<file path="src/rtl/vital_threshold_alert_logger_macros.svh">
// Assertion macros for the vital threshold alert logger.
// Used by files that carry concurrent checks; expects clk and rst_n in scope.
`ifndef VITAL_THRESHOLD_ALERT_LOGGER_MACROS_SVH
`define VITAL_THRESHOLD_ALERT_LOGGER_MACROS_SVH

`ifndef SYNTHESIS
// same-cycle implication
`define VTAL_ASSERT_IMP(name, ante, cons, msg) \
    name: assert property (@(posedge clk) disable iff (!rst_n) (ante) |-> (cons)) \
        else $error(msg);
// next-cycle implication
`define VTAL_ASSERT_NEXT(name, ante, cons, msg) \
    name: assert property (@(posedge clk) disable iff (!rst_n) (ante) |=> (cons)) \
        else $error(msg);
`else
`define VTAL_ASSERT_IMP(name, ante, cons, msg)
`define VTAL_ASSERT_NEXT(name, ante, cons, msg)
`endif

`endif

</file>
<file path="src/rtl/vtal_pkg.sv">
// Shared types and constants for the vital threshold alert logger.
// No dependencies; all other RTL files but the RAM and the macro header use this package.
`timescale 1ns / 1ps

package vtal_pkg;

    localparam int LOG_DEPTH   = 20;
    localparam int FILL_W      = $clog2(LOG_DEPTH + 1);
    localparam int LOG_ADDR_W  = (LOG_DEPTH > 1) ? $clog2(LOG_DEPTH) : 1;
    localparam int LOG_COUNT_W = 5;
    localparam int CFG_IDX_W   = 8;
    localparam int CFG_DATA_W  = 8;
    localparam int READING_W   = 8;
    localparam int STAMP_W     = 32;
    localparam int KIND_W      = 2;
    localparam int REC_W       = KIND_W + READING_W + STAMP_W;

    // reset values of the limits
    localparam logic [7:0] HR_HIGH_RST  = 8'd120;
    localparam logic [7:0] O2_LOW_RST   = 8'd92;
    localparam logic [7:0] SYS_HIGH_RST = 8'd160;
    localparam logic [7:0] SYS_LOW_RST  = 8'd90;

    typedef enum logic [CFG_IDX_W-1:0] {
        CFG_HR_HIGH  = 8'd0,
        CFG_O2_LOW   = 8'd1,
        CFG_SYS_HIGH = 8'd2,
        CFG_SYS_LOW  = 8'd3
    } cfg_index_t;

    typedef enum logic [KIND_W-1:0] {
        KIND_HEART    = 2'd0,
        KIND_OXYGEN   = 2'd1,
        KIND_PRESSURE = 2'd2
    } vital_kind_t;

    // bit positions in the pending-alert mask, in emit order
    localparam int PEND_HEART    = 0;
    localparam int PEND_OXYGEN   = 1;
    localparam int PEND_PRESSURE = 2;
    localparam int PEND_W        = 3;

    typedef struct packed {
        logic [7:0] hr_high;
        logic [7:0] o2_low;
        logic [7:0] sys_high;
        logic [7:0] sys_low;
    } vtal_cfg_t;

    typedef struct packed {
        logic                 valid;
        logic [READING_W-1:0] pulse_rate;
        logic [READING_W-1:0] spo2_level;
        logic [READING_W-1:0] systolic_pressure;
        logic [STAMP_W-1:0]   sample_time;
        logic [PEND_W-1:0]    pending;
    } vtal_sample_t;

    // emitter feedback to the sample stage
    typedef struct packed {
        logic              emit;
        logic              done;
        logic [PEND_W-1:0] rest;
    } vtal_adv_t;

    typedef struct packed {
        vital_kind_t          kind;
        logic [READING_W-1:0] reading;
        logic [STAMP_W-1:0]   stamp;
    } vtal_rec_t;

    typedef struct packed {
        vital_kind_t            kind;
        logic [READING_W-1:0]   reading;
        logic [STAMP_W-1:0]     alert_time;
        logic                   logged;
        logic [LOG_COUNT_W-1:0] log_count;
        logic                   last;
    } vtal_alert_t;

endpackage

</file>
<file path="src/rtl/vtal_if.sv">
// Channel interfaces: sample input, alert output, configuration writes.
// Depends on vtal_pkg for field widths.
`timescale 1ns / 1ps

interface vtal_sample_if;
    logic                           valid;
    logic                           ready;
    logic [vtal_pkg::READING_W-1:0] pulse_rate;
    logic [vtal_pkg::READING_W-1:0] spo2_level;
    logic [vtal_pkg::READING_W-1:0] systolic_pressure;
    logic [vtal_pkg::STAMP_W-1:0]   sample_time;

    modport source (output valid, pulse_rate, spo2_level, systolic_pressure, sample_time,
                    input ready);
    modport sink   (input valid, pulse_rate, spo2_level, systolic_pressure, sample_time,
                    output ready);
endinterface

interface vtal_alert_if;
    logic                             valid;
    logic                             ready;
    logic [vtal_pkg::KIND_W-1:0]      vital_kind;
    logic [vtal_pkg::READING_W-1:0]   reading;
    logic [vtal_pkg::STAMP_W-1:0]     alert_time;
    logic                             logged;
    logic [vtal_pkg::LOG_COUNT_W-1:0] log_count;
    logic                             last;

    modport source (output valid, vital_kind, reading, alert_time, logged, log_count, last,
                    input ready);
    modport sink   (input valid, vital_kind, reading, alert_time, logged, log_count, last,
                    output ready);
endinterface

interface vtal_cfg_if;
    logic                            valid;
    logic                            ready;
    logic [vtal_pkg::CFG_IDX_W-1:0]  index;
    logic [vtal_pkg::CFG_DATA_W-1:0] data;

    modport source (output valid, index, data, input ready);
    modport sink   (input valid, index, data, output ready);
endinterface

</file>
<file path="src/rtl/vtal_ram.sv">
// Generic single-write, single-read RAM with registered read data.
// No dependencies.
`timescale 1ns / 1ps

module vtal_ram #(
    parameter int WIDTH = 42,
    parameter int DEPTH = 20
) (
    input  logic                                         clk,
    input  logic                                         we,
    input  logic [((DEPTH > 1) ? $clog2(DEPTH) : 1)-1:0] waddr,
    input  logic [WIDTH-1:0]                             wdata,
    input  logic [((DEPTH > 1) ? $clog2(DEPTH) : 1)-1:0] raddr,
    output logic [WIDTH-1:0]                             rdata
);

    logic [WIDTH-1:0] mem [DEPTH];
    logic [WIDTH-1:0] rdata_reg;

    always_ff @(posedge clk)
    begin
        if (we)
        begin
            mem[waddr] <= wdata;
        end
        rdata_reg <= mem[raddr];
    end

    assign rdata = rdata_reg;

endmodule

</file>
<file path="src/rtl/vtal_cfg_regs.sv">
// Limit registers and their write decode.
// Depends on vtal_pkg and vtal_cfg_if.
`timescale 1ns / 1ps

module vtal_cfg_regs (
    input  logic                clk,
    input  logic                rst_n,
    vtal_cfg_if.sink            cfg,
    output vtal_pkg::vtal_cfg_t limits
);
    import vtal_pkg::*;

    vtal_cfg_t cfg_reg;
    vtal_cfg_t cfg_next;

    assign cfg.ready = 1'b1;

    always_comb
    begin
        cfg_next = cfg_reg;
        if (cfg.valid)
        begin
            unique case (cfg.index)
                CFG_HR_HIGH:  cfg_next.hr_high  = cfg.data;
                CFG_O2_LOW:   cfg_next.o2_low   = cfg.data;
                CFG_SYS_HIGH: cfg_next.sys_high = cfg.data;
                CFG_SYS_LOW:  cfg_next.sys_low  = cfg.data;
                default:      cfg_next = cfg_reg;   // unknown index: ignored
            endcase
        end
    end

    always_ff @(posedge clk or negedge rst_n)
    begin
        if (!rst_n)
        begin
            cfg_reg.hr_high  <= HR_HIGH_RST;
            cfg_reg.o2_low   <= O2_LOW_RST;
            cfg_reg.sys_high <= SYS_HIGH_RST;
            cfg_reg.sys_low  <= SYS_LOW_RST;
        end
        else
        begin
            cfg_reg <= cfg_next;
        end
    end

    assign limits = cfg_reg;

endmodule

</file>
<file path="src/rtl/vtal_sample_stage.sv">
// Input register: captures a sample and its mask of limit breaches.
// Depends on vtal_pkg and vtal_sample_if.
`timescale 1ns / 1ps

module vtal_sample_stage (
    input  logic                   clk,
    input  logic                   rst_n,
    vtal_sample_if.sink            sample,
    input  vtal_pkg::vtal_cfg_t    limits,
    input  vtal_pkg::vtal_adv_t    adv,
    output vtal_pkg::vtal_sample_t smp
);
    import vtal_pkg::*;

    vtal_sample_t      smp_reg;
    vtal_sample_t      smp_next;
    logic [PEND_W-1:0] breach;
    logic              accept;

    always_comb
    begin
        breach                = '0;
        breach[PEND_HEART]    = sample.pulse_rate > limits.hr_high;
        breach[PEND_OXYGEN]   = sample.spo2_level < limits.o2_low;
        breach[PEND_PRESSURE] = (sample.systolic_pressure > limits.sys_high) ||
                                (sample.systolic_pressure < limits.sys_low);
    end

    // stage frees up in the cycle its last alert leaves
    assign sample.ready = !smp_reg.valid || adv.done;
    assign accept       = sample.valid && sample.ready;

    always_comb
    begin
        smp_next = smp_reg;
        if (adv.emit)
        begin
            smp_next.pending = adv.rest;
        end
        if (adv.done)
        begin
            smp_next.valid = 1'b0;
        end
        if (accept)
        begin
            // a sample with no breach gives nothing, so it is not held
            smp_next.valid             = |breach;
            smp_next.pulse_rate        = sample.pulse_rate;
            smp_next.spo2_level        = sample.spo2_level;
            smp_next.systolic_pressure = sample.systolic_pressure;
            smp_next.sample_time       = sample.sample_time;
            smp_next.pending           = breach;
        end
    end

    always_ff @(posedge clk or negedge rst_n)
    begin
        if (!rst_n)
        begin
            smp_reg <= '0;
        end
        else
        begin
            smp_reg <= smp_next;
        end
    end

    assign smp = smp_reg;

endmodule

</file>
<file path="src/rtl/vtal_alert_emit.sv">
// Alert emitter: picks the next breach, logs it while the log has room, fills the output register.
// Depends on vtal_pkg, vtal_alert_if, vtal_ram and the assertion macros.
`timescale 1ns / 1ps
`include "vital_threshold_alert_logger_macros.svh"

module vtal_alert_emit (
    input  logic                   clk,
    input  logic                   rst_n,
    input  vtal_pkg::vtal_sample_t smp,
    output vtal_pkg::vtal_adv_t    adv,
    vtal_alert_if.source           alert
);
    import vtal_pkg::*;

    logic              out_valid_reg;
    logic              out_valid_next;
    vtal_alert_t       out_reg;
    vtal_alert_t       res;
    logic [FILL_W-1:0] fill_reg;
    logic [FILL_W-1:0] fill_next;
    logic              emit;
    logic              full;
    logic              log_we;
    logic [PEND_W-1:0] pick;
    logic [PEND_W-1:0] rest;
    vtal_rec_t         log_wdata;
    logic [REC_W-1:0]  log_rd_data;
    logic [LOG_ADDR_W-1:0] log_addr;
    logic [LOG_ADDR_W-1:0] log_rd_addr_reg;

    // lowest pending bit goes first: heart, oxygen, pressure
    assign pick = smp.pending & (~smp.pending + 1'b1);
    assign rest = smp.pending & ~pick;

    assign emit = smp.valid && (!out_valid_reg || alert.ready);
    assign full = fill_reg >= FILL_W'(LOG_DEPTH);
    assign log_we = emit && !full;
    assign fill_next = log_we ? fill_reg + 1'b1 : fill_reg;
    assign log_addr = LOG_ADDR_W'(fill_reg);

    assign adv.emit = emit;
    assign adv.done = emit && (rest == '0);
    assign adv.rest = rest;

    always_comb
    begin
        res.alert_time = smp.sample_time;
        res.logged     = !full;
        res.log_count  = LOG_COUNT_W'(fill_next);
        res.last       = rest == '0;
        if (pick[PEND_HEART])
        begin
            res.kind    = KIND_HEART;
            res.reading = smp.pulse_rate;
        end
        else if (pick[PEND_OXYGEN])
        begin
            res.kind    = KIND_OXYGEN;
            res.reading = smp.spo2_level;
        end
        else
        begin
            res.kind    = KIND_PRESSURE;
            res.reading = smp.systolic_pressure;
        end
    end

    assign log_wdata.kind    = res.kind;
    assign log_wdata.reading = res.reading;
    assign log_wdata.stamp   = res.alert_time;

    assign out_valid_next = emit || (out_valid_reg && !alert.ready);

    always_ff @(posedge clk or negedge rst_n)
    begin
        if (!rst_n)
        begin
            out_valid_reg <= 1'b0;
            fill_reg      <= '0;
        end
        else
        begin
            out_valid_reg <= out_valid_next;
            fill_reg      <= fill_next;
        end
    end

    always_ff @(posedge clk)
    begin
        if (emit)
        begin
            out_reg <= res;
        end
        if (log_we)
        begin
            log_rd_addr_reg <= log_addr;
        end
    end

    vtal_ram #(
        .WIDTH (REC_W),
        .DEPTH (LOG_DEPTH)
    ) u_log (
        .clk   (clk),
        .we    (log_we),
        .waddr (log_addr),
        .wdata (log_wdata),
        .raddr (log_rd_addr_reg),
        .rdata (log_rd_data)
    );

    assign alert.valid      = out_valid_reg;
    assign alert.vital_kind = out_reg.kind;
    assign alert.reading    = out_reg.reading;
    assign alert.alert_time = out_reg.alert_time;
    assign alert.logged     = out_reg.logged;
    assign alert.log_count  = out_reg.log_count;
    assign alert.last       = out_reg.last;

    `VTAL_ASSERT_NEXT(a_fill_inc, log_we, fill_reg == FILL_W'($past(fill_reg) + 1'b1), "log count did not step on a logged alert")
    `VTAL_ASSERT_NEXT(a_fill_hold, !log_we, $stable(fill_reg), "log count moved without a log write")
    `VTAL_ASSERT_IMP(a_unlogged_full, out_valid_reg && !out_reg.logged, out_reg.log_count == LOG_COUNT_W'(LOG_DEPTH), "unlogged alert while log not full")
    `VTAL_ASSERT_IMP(a_log_readback, $past(log_we, 2), log_rd_data == $past(log_wdata, 2), "log record did not read back as written")

endmodule

</file>
<file path="src/rtl/vital_threshold_alert_logger.sv">
// The first alert of a sample passes through the input register, then the output register.
// Throughput: one alert per cycle while the consumer takes them; a sample holds the input stage
//   until its last alert (of 1 to 3) moves to the emitter's single output register. No-alert
//   samples are not held. Reset: limits return to 120/92/160/90, log count to zero, all pipeline valids clear.
//   Log record contents are undefined after reset; no clearing pass.
`timescale 1ns / 1ps

// Top level of the vital threshold alert logger.
// Depends on vtal_pkg, the channel interfaces, vtal_cfg_regs, vtal_sample_stage,
// vtal_alert_emit.
module vital_threshold_alert_logger (
    input  logic         clk,
    input  logic         rst_n,
    vtal_cfg_if.sink     cfg,
    vtal_sample_if.sink  sample,
    vtal_alert_if.source alert
);
    import vtal_pkg::*;

    vtal_cfg_t    limits;   // current limit registers
    vtal_sample_t smp;      // held sample plus its remaining breaches
    vtal_adv_t    adv;      // emitter progress back to the input stage

    // Limit registers; writes take effect in the next cycle, ready is always high.
    vtal_cfg_regs u_cfg (
        .clk    (clk),
        .rst_n  (rst_n),
        .cfg    (cfg),
        .limits (limits)
    );

    // Input register: compares against the limits on the way in and keeps a
    // three-bit mask of breaches still to be reported. A new item enters in the
    // same cycle the last alert of the held one moves to the output register.
    vtal_sample_stage u_sample (
        .clk    (clk),
        .rst_n  (rst_n),
        .sample (sample),
        .limits (limits),
        .adv    (adv),
        .smp    (smp)
    );

    // Emitter: one alert per cycle, while the consumer accepts, into the output register, which doubles as
    // the skid stage toward the consumer. Logs the alert while room remains.
    vtal_alert_emit u_emit (
        .clk   (clk),
        .rst_n (rst_n),
        .smp   (smp),
        .adv   (adv),
        .alert (alert)
    );

endmodule
</file>
<file path="src/flat_wrapper.sv">
// flat-port wrapper written by rule: the top's interface ports become plain ports
module vital_threshold_alert_logger_flat import vtal_pkg::*;
  (clk, rst_n, cfg_valid, cfg_index, cfg_data, cfg_ready, sample_valid, sample_pulse_rate, sample_spo2_level, sample_systolic_pressure, sample_sample_time, sample_ready, alert_valid, alert_vital_kind, alert_reading, alert_alert_time, alert_logged, alert_log_count, alert_last, alert_ready);
  vtal_cfg_if cfg_i ();
  vtal_sample_if sample_i ();
  vtal_alert_if alert_i ();
  input  logic clk;
  input  logic rst_n;
  input wire logic [$bits(cfg_i.valid)-1:0] cfg_valid;
  input wire logic [$bits(cfg_i.index)-1:0] cfg_index;
  input wire logic [$bits(cfg_i.data)-1:0] cfg_data;
  output wire logic [$bits(cfg_i.ready)-1:0] cfg_ready;
  input wire logic [$bits(sample_i.valid)-1:0] sample_valid;
  input wire logic [$bits(sample_i.pulse_rate)-1:0] sample_pulse_rate;
  input wire logic [$bits(sample_i.spo2_level)-1:0] sample_spo2_level;
  input wire logic [$bits(sample_i.systolic_pressure)-1:0] sample_systolic_pressure;
  input wire logic [$bits(sample_i.sample_time)-1:0] sample_sample_time;
  output wire logic [$bits(sample_i.ready)-1:0] sample_ready;
  output wire logic [$bits(alert_i.valid)-1:0] alert_valid;
  output wire logic [$bits(alert_i.vital_kind)-1:0] alert_vital_kind;
  output wire logic [$bits(alert_i.reading)-1:0] alert_reading;
  output wire logic [$bits(alert_i.alert_time)-1:0] alert_alert_time;
  output wire logic [$bits(alert_i.logged)-1:0] alert_logged;
  output wire logic [$bits(alert_i.log_count)-1:0] alert_log_count;
  output wire logic [$bits(alert_i.last)-1:0] alert_last;
  input wire logic [$bits(alert_i.ready)-1:0] alert_ready;
  assign cfg_i.valid = cfg_valid;
  assign cfg_i.index = cfg_index;
  assign cfg_i.data = cfg_data;
  assign cfg_ready = cfg_i.ready;
  assign sample_i.valid = sample_valid;
  assign sample_i.pulse_rate = sample_pulse_rate;
  assign sample_i.spo2_level = sample_spo2_level;
  assign sample_i.systolic_pressure = sample_systolic_pressure;
  assign sample_i.sample_time = sample_sample_time;
  assign sample_ready = sample_i.ready;
  assign alert_valid = alert_i.valid;
  assign alert_vital_kind = alert_i.vital_kind;
  assign alert_reading = alert_i.reading;
  assign alert_alert_time = alert_i.alert_time;
  assign alert_logged = alert_i.logged;
  assign alert_log_count = alert_i.log_count;
  assign alert_last = alert_i.last;
  assign alert_i.ready = alert_ready;
  vital_threshold_alert_logger u_core (.clk(clk), .rst_n(rst_n), .cfg(cfg_i), .sample(sample_i), .alert(alert_i));
endmodule
</file>
<file path="config.mk">
export PLATFORM = sky130hd
export DESIGN_NAME = vital_threshold_alert_logger_flat
export DESIGN_NICKNAME = d
export VERILOG_FILES = /design/src/rtl/vtal_pkg.sv /design/src/rtl/vtal_if.sv /design/src/rtl/vtal_ram.sv /design/src/rtl/vtal_cfg_regs.sv /design/src/rtl/vtal_sample_stage.sv /design/src/rtl/vtal_alert_emit.sv /design/src/rtl/vital_threshold_alert_logger.sv /design/src/flat_wrapper.sv
export VERILOG_INCLUDE_DIRS = /design/src /design/src/rtl
export SDC_FILE = /design/constraint.sdc
export NUM_CORES = 1
export LEC_CHECK = 0
export ABC_AREA = 1
export BUFFER_PORTS_ARGS = -buffer_cell sky130_fd_sc_hd__buf_2
export CAP_MARGIN = 40
export CORE_MARGIN = 5
export CORE_UTILIZATION = 43
export CTS_BUF_LIST = sky130_fd_sc_hd__clkbuf_16
export DETAILED_ROUTE_END_ITERATION = 10
export PLACE_DENSITY_LB_ADDON = 0.2
export SYNTH_ARGS = -nofsm -noshare
export SYNTH_HDL_FRONTEND = slang
export SYNTH_SLANG_ARGS = --single-unit
</file>
<file path="constraint.sdc">
create_clock -name clk -period 6.47 [get_ports clk]
set_clock_uncertainty 0.2 [all_clocks]
set_input_delay 0.647 -clock clk [delete_from_list [all_inputs] [get_ports clk]]
set_output_delay 0.647 -clock clk [all_outputs]
set_load 0.01 [all_outputs]
</file>
# --- Word level (Yosys, flattened, before mapping) ---
# Cells that the tools add are included.
# Widths: inputs -> output; s select.
totals:
  rom_bits: 0
  ram_bits: 0
  n_memories: 0
  ff_bits: 147
  output_inout_bits: 52
  latchBits: 0
  wordCells: 60
  inputBits: 77
op_classes:
  magnitude_cmp: 5
  div_mod_pow: 0
  reduce_logical: 22
  n_eq_ne: 3
  addsub: 2
  n_bitwise: 4
  n_shift: 0
  multipliers: 0
  mux: 6
ops:
  columns: ["op", "count"]
  rows:
  - ["$mux 60", 1]
  - ["$eq 8x2->1 const B", 2]
  - ["$gt 8x8->1", 2]
  - ["$lt 8x8->1", 2]
  - ["$mux 10", 1]
  - ["$eq 8x1->1 const B", 1]
  - ["$logic_not 8->1", 1]
  - ["$mux 8", 1]
  - ["$reduce_and 2->1", 4]
  - ["$and 3x3->3", 2]
  - ["$not 3->3", 2]
  - ["$add 5x1->5 const B", 1]
  - ["$ge 5x5->1 const B", 1]
  - ["$logic_and 1x1->1", 5]
  - ["$mux 5", 1]
  - ["$logic_not 1->1", 4]
  - ["$logic_or 1x1->1", 4]
  - ["$reduce_bool 2->1", 2]
  - ["$add 3x1->3 const B", 1]
  - ["$logic_not 3->1", 1]
  - ["$mux 3", 1]
  - ["$reduce_or 3->1", 1]
  - ["$mux 1", 1]

# --- Depth between registers and ports, before layout ---
depth:
  word_depth: 10
  depth_mapped: 13
  mapped_depth_nobuf: 13

# --- Hierarchy ---
# From an unflattened synthesis, not the netlist that was laid out.
hier_totals:
  cells_unflattened: 694
  area_unflattened_um2: 6583.8
modules_own_cells:
  columns: ["module", "area_per_inst_um2", "instances", "seq_area_each_um2", "cells_per_inst"]
  rows:
  - ["vtal_sample_stage", 3118.0, 1, 1501.4, 395]
  - ["vtal_alert_emit", 2062.0, 1, 1621.6, 142]
  - ["vtal_cfg_regs", 1403.8, 1, 818.3, 157]

# --- Worst setup path before layout ---
# No wires, ideal clock.
synth_timing:
  path_type: "in2reg"
  startpoint: "input alert_ready"
  endpoint: "register u_core.u_emit.out_reg, in the netlist u_core.u_emit.alert.log_count[2], data pin"
  setup_ns: 0.273
  setup_slack_ns: 1.977
  arrival_ns: 4.019
  n_path_buf: 0
  stages: 5
  cell_sequence: "inv_1 -> a21oi_1 -> nand2_1 -> nor2_1 -> xor2_1"
synth_between:
  elab_chain_len: 4
synth_lines:
  columns: ["element", "line_no", "text"]
  rows:
  - ["start, declared", "flat_wrapper.sv:26", "input wire logic [$bits(alert_i.ready)-1:0] alert_ready;"]
  - ["$logic_or 1x1->1", "vtal_alert_emit.sv:35", "assign emit = smp.valid && (!out_valid_reg || alert.ready);"]
  - ["$logic_and 1x1->1", "vtal_alert_emit.sv:35", null]
  - ["named net u_core.u_emit.emit", "vtal_alert_emit.sv:21", "logic emit;"]
  - ["$logic_and 1x1->1", "vtal_alert_emit.sv:37", "assign log_we = emit && !full;"]
  - ["$mux 5", "vtal_alert_emit.sv:38", "assign fill_next = log_we ? fill_reg + 1'b1 : fill_reg;"]
  - ["named net u_core.u_emit.fill_next[2]", "vtal_alert_emit.sv:20", "logic [FILL_W-1:0] fill_next;"]
  - ["end signal, assigned", "vtal_alert_emit.sv:92", "out_reg <= res;"]
  - ["end, declared", "vtal_alert_emit.sv:17", "vtal_alert_t out_reg;"]
# The timed path passes the listed nets, and every way through them passes these cells.
# A chain may end at the register's enable or synchronous reset.

==> impl_metrics.json <==
{
  "status": "finished clean",
  "reg2reg_from": "u_core.u_sample.smp[0]",
  "insertion_delay_ns": 0.42,
  "synth_cell_types": 29,
  "synthToLayoutAreaGrowth_pct": 24.17,
  "syn_area_mm2": 0.006253,
  "start_util_pct": 43.36,
  "fp.dieH_um": 130.6,
  "drv_cap": 0,
  "critPathKind": "reg -> reg",
  "busiest_layer": "met2",
  "grt_pass1_vias": 4445,
  "grt_use_total_pct": 16.56,
  "cts_tree": "built",
  "met3_usage_pct": 4.228,
  "hp-class": "in -> reg",
  "numPlacedInstances": 929,
  "critical_path_arrival_ns": 2.73,
  "setup_violations": 0,
  "cts_sinks": 147,
  "fp.dieArea_mm2": 0.01706,
  "yosys.area.top_type_share_pct": 33.61,
  "routed_wl_mm": 13.56,
  "critPathLaunchType": "register",
  "use_met2_pct": 27.59,
  "synth_nets": 742,
  "worstPathMaxFanout": 61,
  "ys_seq_area_share_pct": 63.03,
  "core_mm2": 0.01442,
  "ios": 129,
  "cts_buffers": 17,
  "synth_cells": 633,
  "port_buffers": 127,
  "htreeDepth": 4,
  "synth_mux_area_share_pct": 0,
  "yosysWarningCount": 0,
  "syn_area_per_cell_um2": 9.879,
  "path_clk_slew_ns": 0.06,
  "drive_gt1_share_pct": 23.49,
  "drv_slew": 0,
  "crit_path_top_delay_cell": "dfrtp_1",
  "synthSimpleGateAreaFrac_pct": 19.37,
  "synth-xor-area-share_pct": 0.4202,
  "via_per_inst": 4.686,
  "cp_cell_sequence": "inv_2 > nand2_1 > nand2_1 > nand2_1 > nand2_2 > nand2_4 > inv_2 > buf_12 > nand2_1 > o21ai_0",
  "critPathRequiredTime_ns": 6.57,
  "grt_max_degree": 69,
  "crit_path_start": "u_core.u_sample.smp[0]",
  "path_buf_inv": 3,
  "fillers": 1300,
  "synth_seq_cells": 147,
  "rsz0062_at_grt": "false",
  "overflow": 0,
  "largest_reg_flops": 60,
  "multi_input_area_mm2": 0.001952,
  "fin_cells": 963,
  "synth_top_family_by_area": "simple AND/OR/NAND/NOR gates",
  "yosys.area.top_type": "dfrtp_1",
  "ys.flop_type": "dfrtp_1",
  "setup_tns_ns": 0,
  "synth-edff-count": 49,
  "grt_pass1_wl_mm": 21.54,
  "final-hold-violation-count": 0,
  "synth.area.top_cells": "dfrtp_1, edfxtp_1, nand2_1",
  "cp-end-kind": "register",
  "async_flop_share_pct": 66.67,
  "hpwl_mm": 9.957,
  "cp_slowest_stage_delay_ns": 0.61,
  "fin_nets": 875,
  "p_leak_nw": 3.819,
  "dieWidth_um": 130.6,
  "synth-compound-area-share_pct": 4.782,
  "hold_start": "sample_sample_time[31]",
  "vias": 4513,
  "firstDrtPassIters": 4,
  "insertedDiodeCount": 0,
  "cellPowerDensity_mw_per_mm2": 449.8,
  "post-route-min-period_ns": 2.631,
  "tightest_slew_ns": 0.8119,
  "antenna_found_initial": 0,
  "synth-adder-area-share_pct": 6.403,
  "clock.fmax_ghz": 0.3801,
  "drc": 0,
  "met1_usage_pct": 20.69,
  "path_common_cell": "nand2_1",
  "ant_nets": 0,
  "max-vdd-ir-drop_v": 0.0002118,
  "root_buffer": "clkbuf_16",
  "place_congestion": 0.7812,
  "drt_iter0_markers": 230,
  "timing.final.crit_share_pct": 40.66,
  "row_count": 44,
  "seq_area_mm2": 0.003941,
  "cts_max_path_buffers": 2,
  "critPathTopFamily": "simple AND/OR/NAND/NOR gates",
  "relSlewSlack_pct": 45.75,
  "drt-wirelength-per-cell_um": 14.08
}
final timing paths:
kind | end | slack, ns | cells past startpoint
setup / recovery | u_core.u_sample.smp[2] | 3.84 | 10
hold / removal | u_core.u_sample.smp[34] | 0.22 | 3
setup reg to reg | u_core.u_sample.smp[2] | 3.84 | 10
hold reg to reg | u_core.u_emit.alert.alert_time[1] | 0.25 | 0
max in group asynchronous | u_core.u_cfg.limits[30] | 4.77 | 4
min in group asynchronous | u_core.u_cfg.limits[23] | 0.49 | 2
placed cells by master (no fill, tap or decap), drive strengths merged:
master and n:
nor2 16, ha 32, dfrtp 84, xor2 3
o21ai 42, nand4 1, a22oi 1, nor3 2
clkbuf 17, a31o 1, conb 1, dlygate4sd3 1
buf 131, edfxtp 49, nand3 13, a21oi 13
or2 1, clkinvlp 1, inv 65, dfstp 14
nor3b 1, bufinv 7, clkinv 6, o21a 1
nand2 276
cells in the mapped netlist, types with 2 or more instances:
cell        n
edfxtp_1   49
dfstp_2    14
nor2_1     16
o21ai_1     9
buf_2       9
nand3_1    13
a21oi_1    13
inv_2       2
xor2_1      3
nand2_1   274
o21ai_0    33
ha_1       32
buf_6       6
inv_1      61
dfrtp_1    84
buf_4       2
power breakdown:
part           switching (mW)  internal, mW  leakage, nW  total (mW)
clock network           0.376         0.760        0.340        1.14
logic                   0.497         0.286         1.80       0.783
registers               0.167          1.41         1.68        1.57
timing repair:
action,4_1_cts,5_1_grt
endpoints found under the hold margin,17,0
buffers inserted,0,0
hold buffers,1,0
gates resized for setup,0,0
worst reg2reg max path: stages (launching register included):
cell and delay (ns):
dfrtp_1 0.61, inv_2 0.05, nand2_1 0.11, nand2_1 0.08, nand2_1 0.07, nand2_2 0.09, nand2_4 0.49, inv_2 0.36
buf_12 0.27, nand2_1 0.10, o21ai_0 0.08
cell type report:
class | count | area share, %
repair buffers | 132 | 9.152
flip-flops and latches | 147 | 50.76
inverters | 64 | 3.094
multi-input cells | 404 | 25.14
clock buffers | 17 | 5.479
well taps | 184 | 2.965
clock inverters | 15 | 3.416
metrics by stage:
step / utilization [%] / setup WS [ns] / power [mW] / instance area (um^2) / hold slack [ns]
after global routing: 53.83 / 3.609 / 3.703 / 7765 / 0.2098
final: 53.83 / 3.839 / 3.492 / 7765 / 0.2231
after floorplan: - / 1.977 / 2.071 / 6254 / 0.1514
after global placement: 48.65 / 3.602 / 2.342 / 7017 / 0.2315
after detailed placement: 48.79 / 3.521 / 2.386 / 7037 / 0.2326
after CTS: 53.64 / 3.812 / 3.534 / 7737 / 0.2025
cell families (layout without fill, tap and decap cells):
group / after synthesis / count (layout)
other: 1 / 1
AND/OR/NAND/NOR: 310 / 310
XOR/XNOR: 3 / 3
buffers and inverters: 82 / 228
AO/OA/AOI/OAI: 58 / 58
flip-flops: 147 / 147
adder cells (fa/ha/maj): 32 / 32
routing by layer:
layer | wire length, um | up-vias
met4 | 246 | 0
met1 | 5821 | 2079
li1 | - | 2264
met5 | 0 | -
met3 | 1024 | 19
met2 | 6468 | 151
Note: power is estimated with default switching activity, not from simulation.
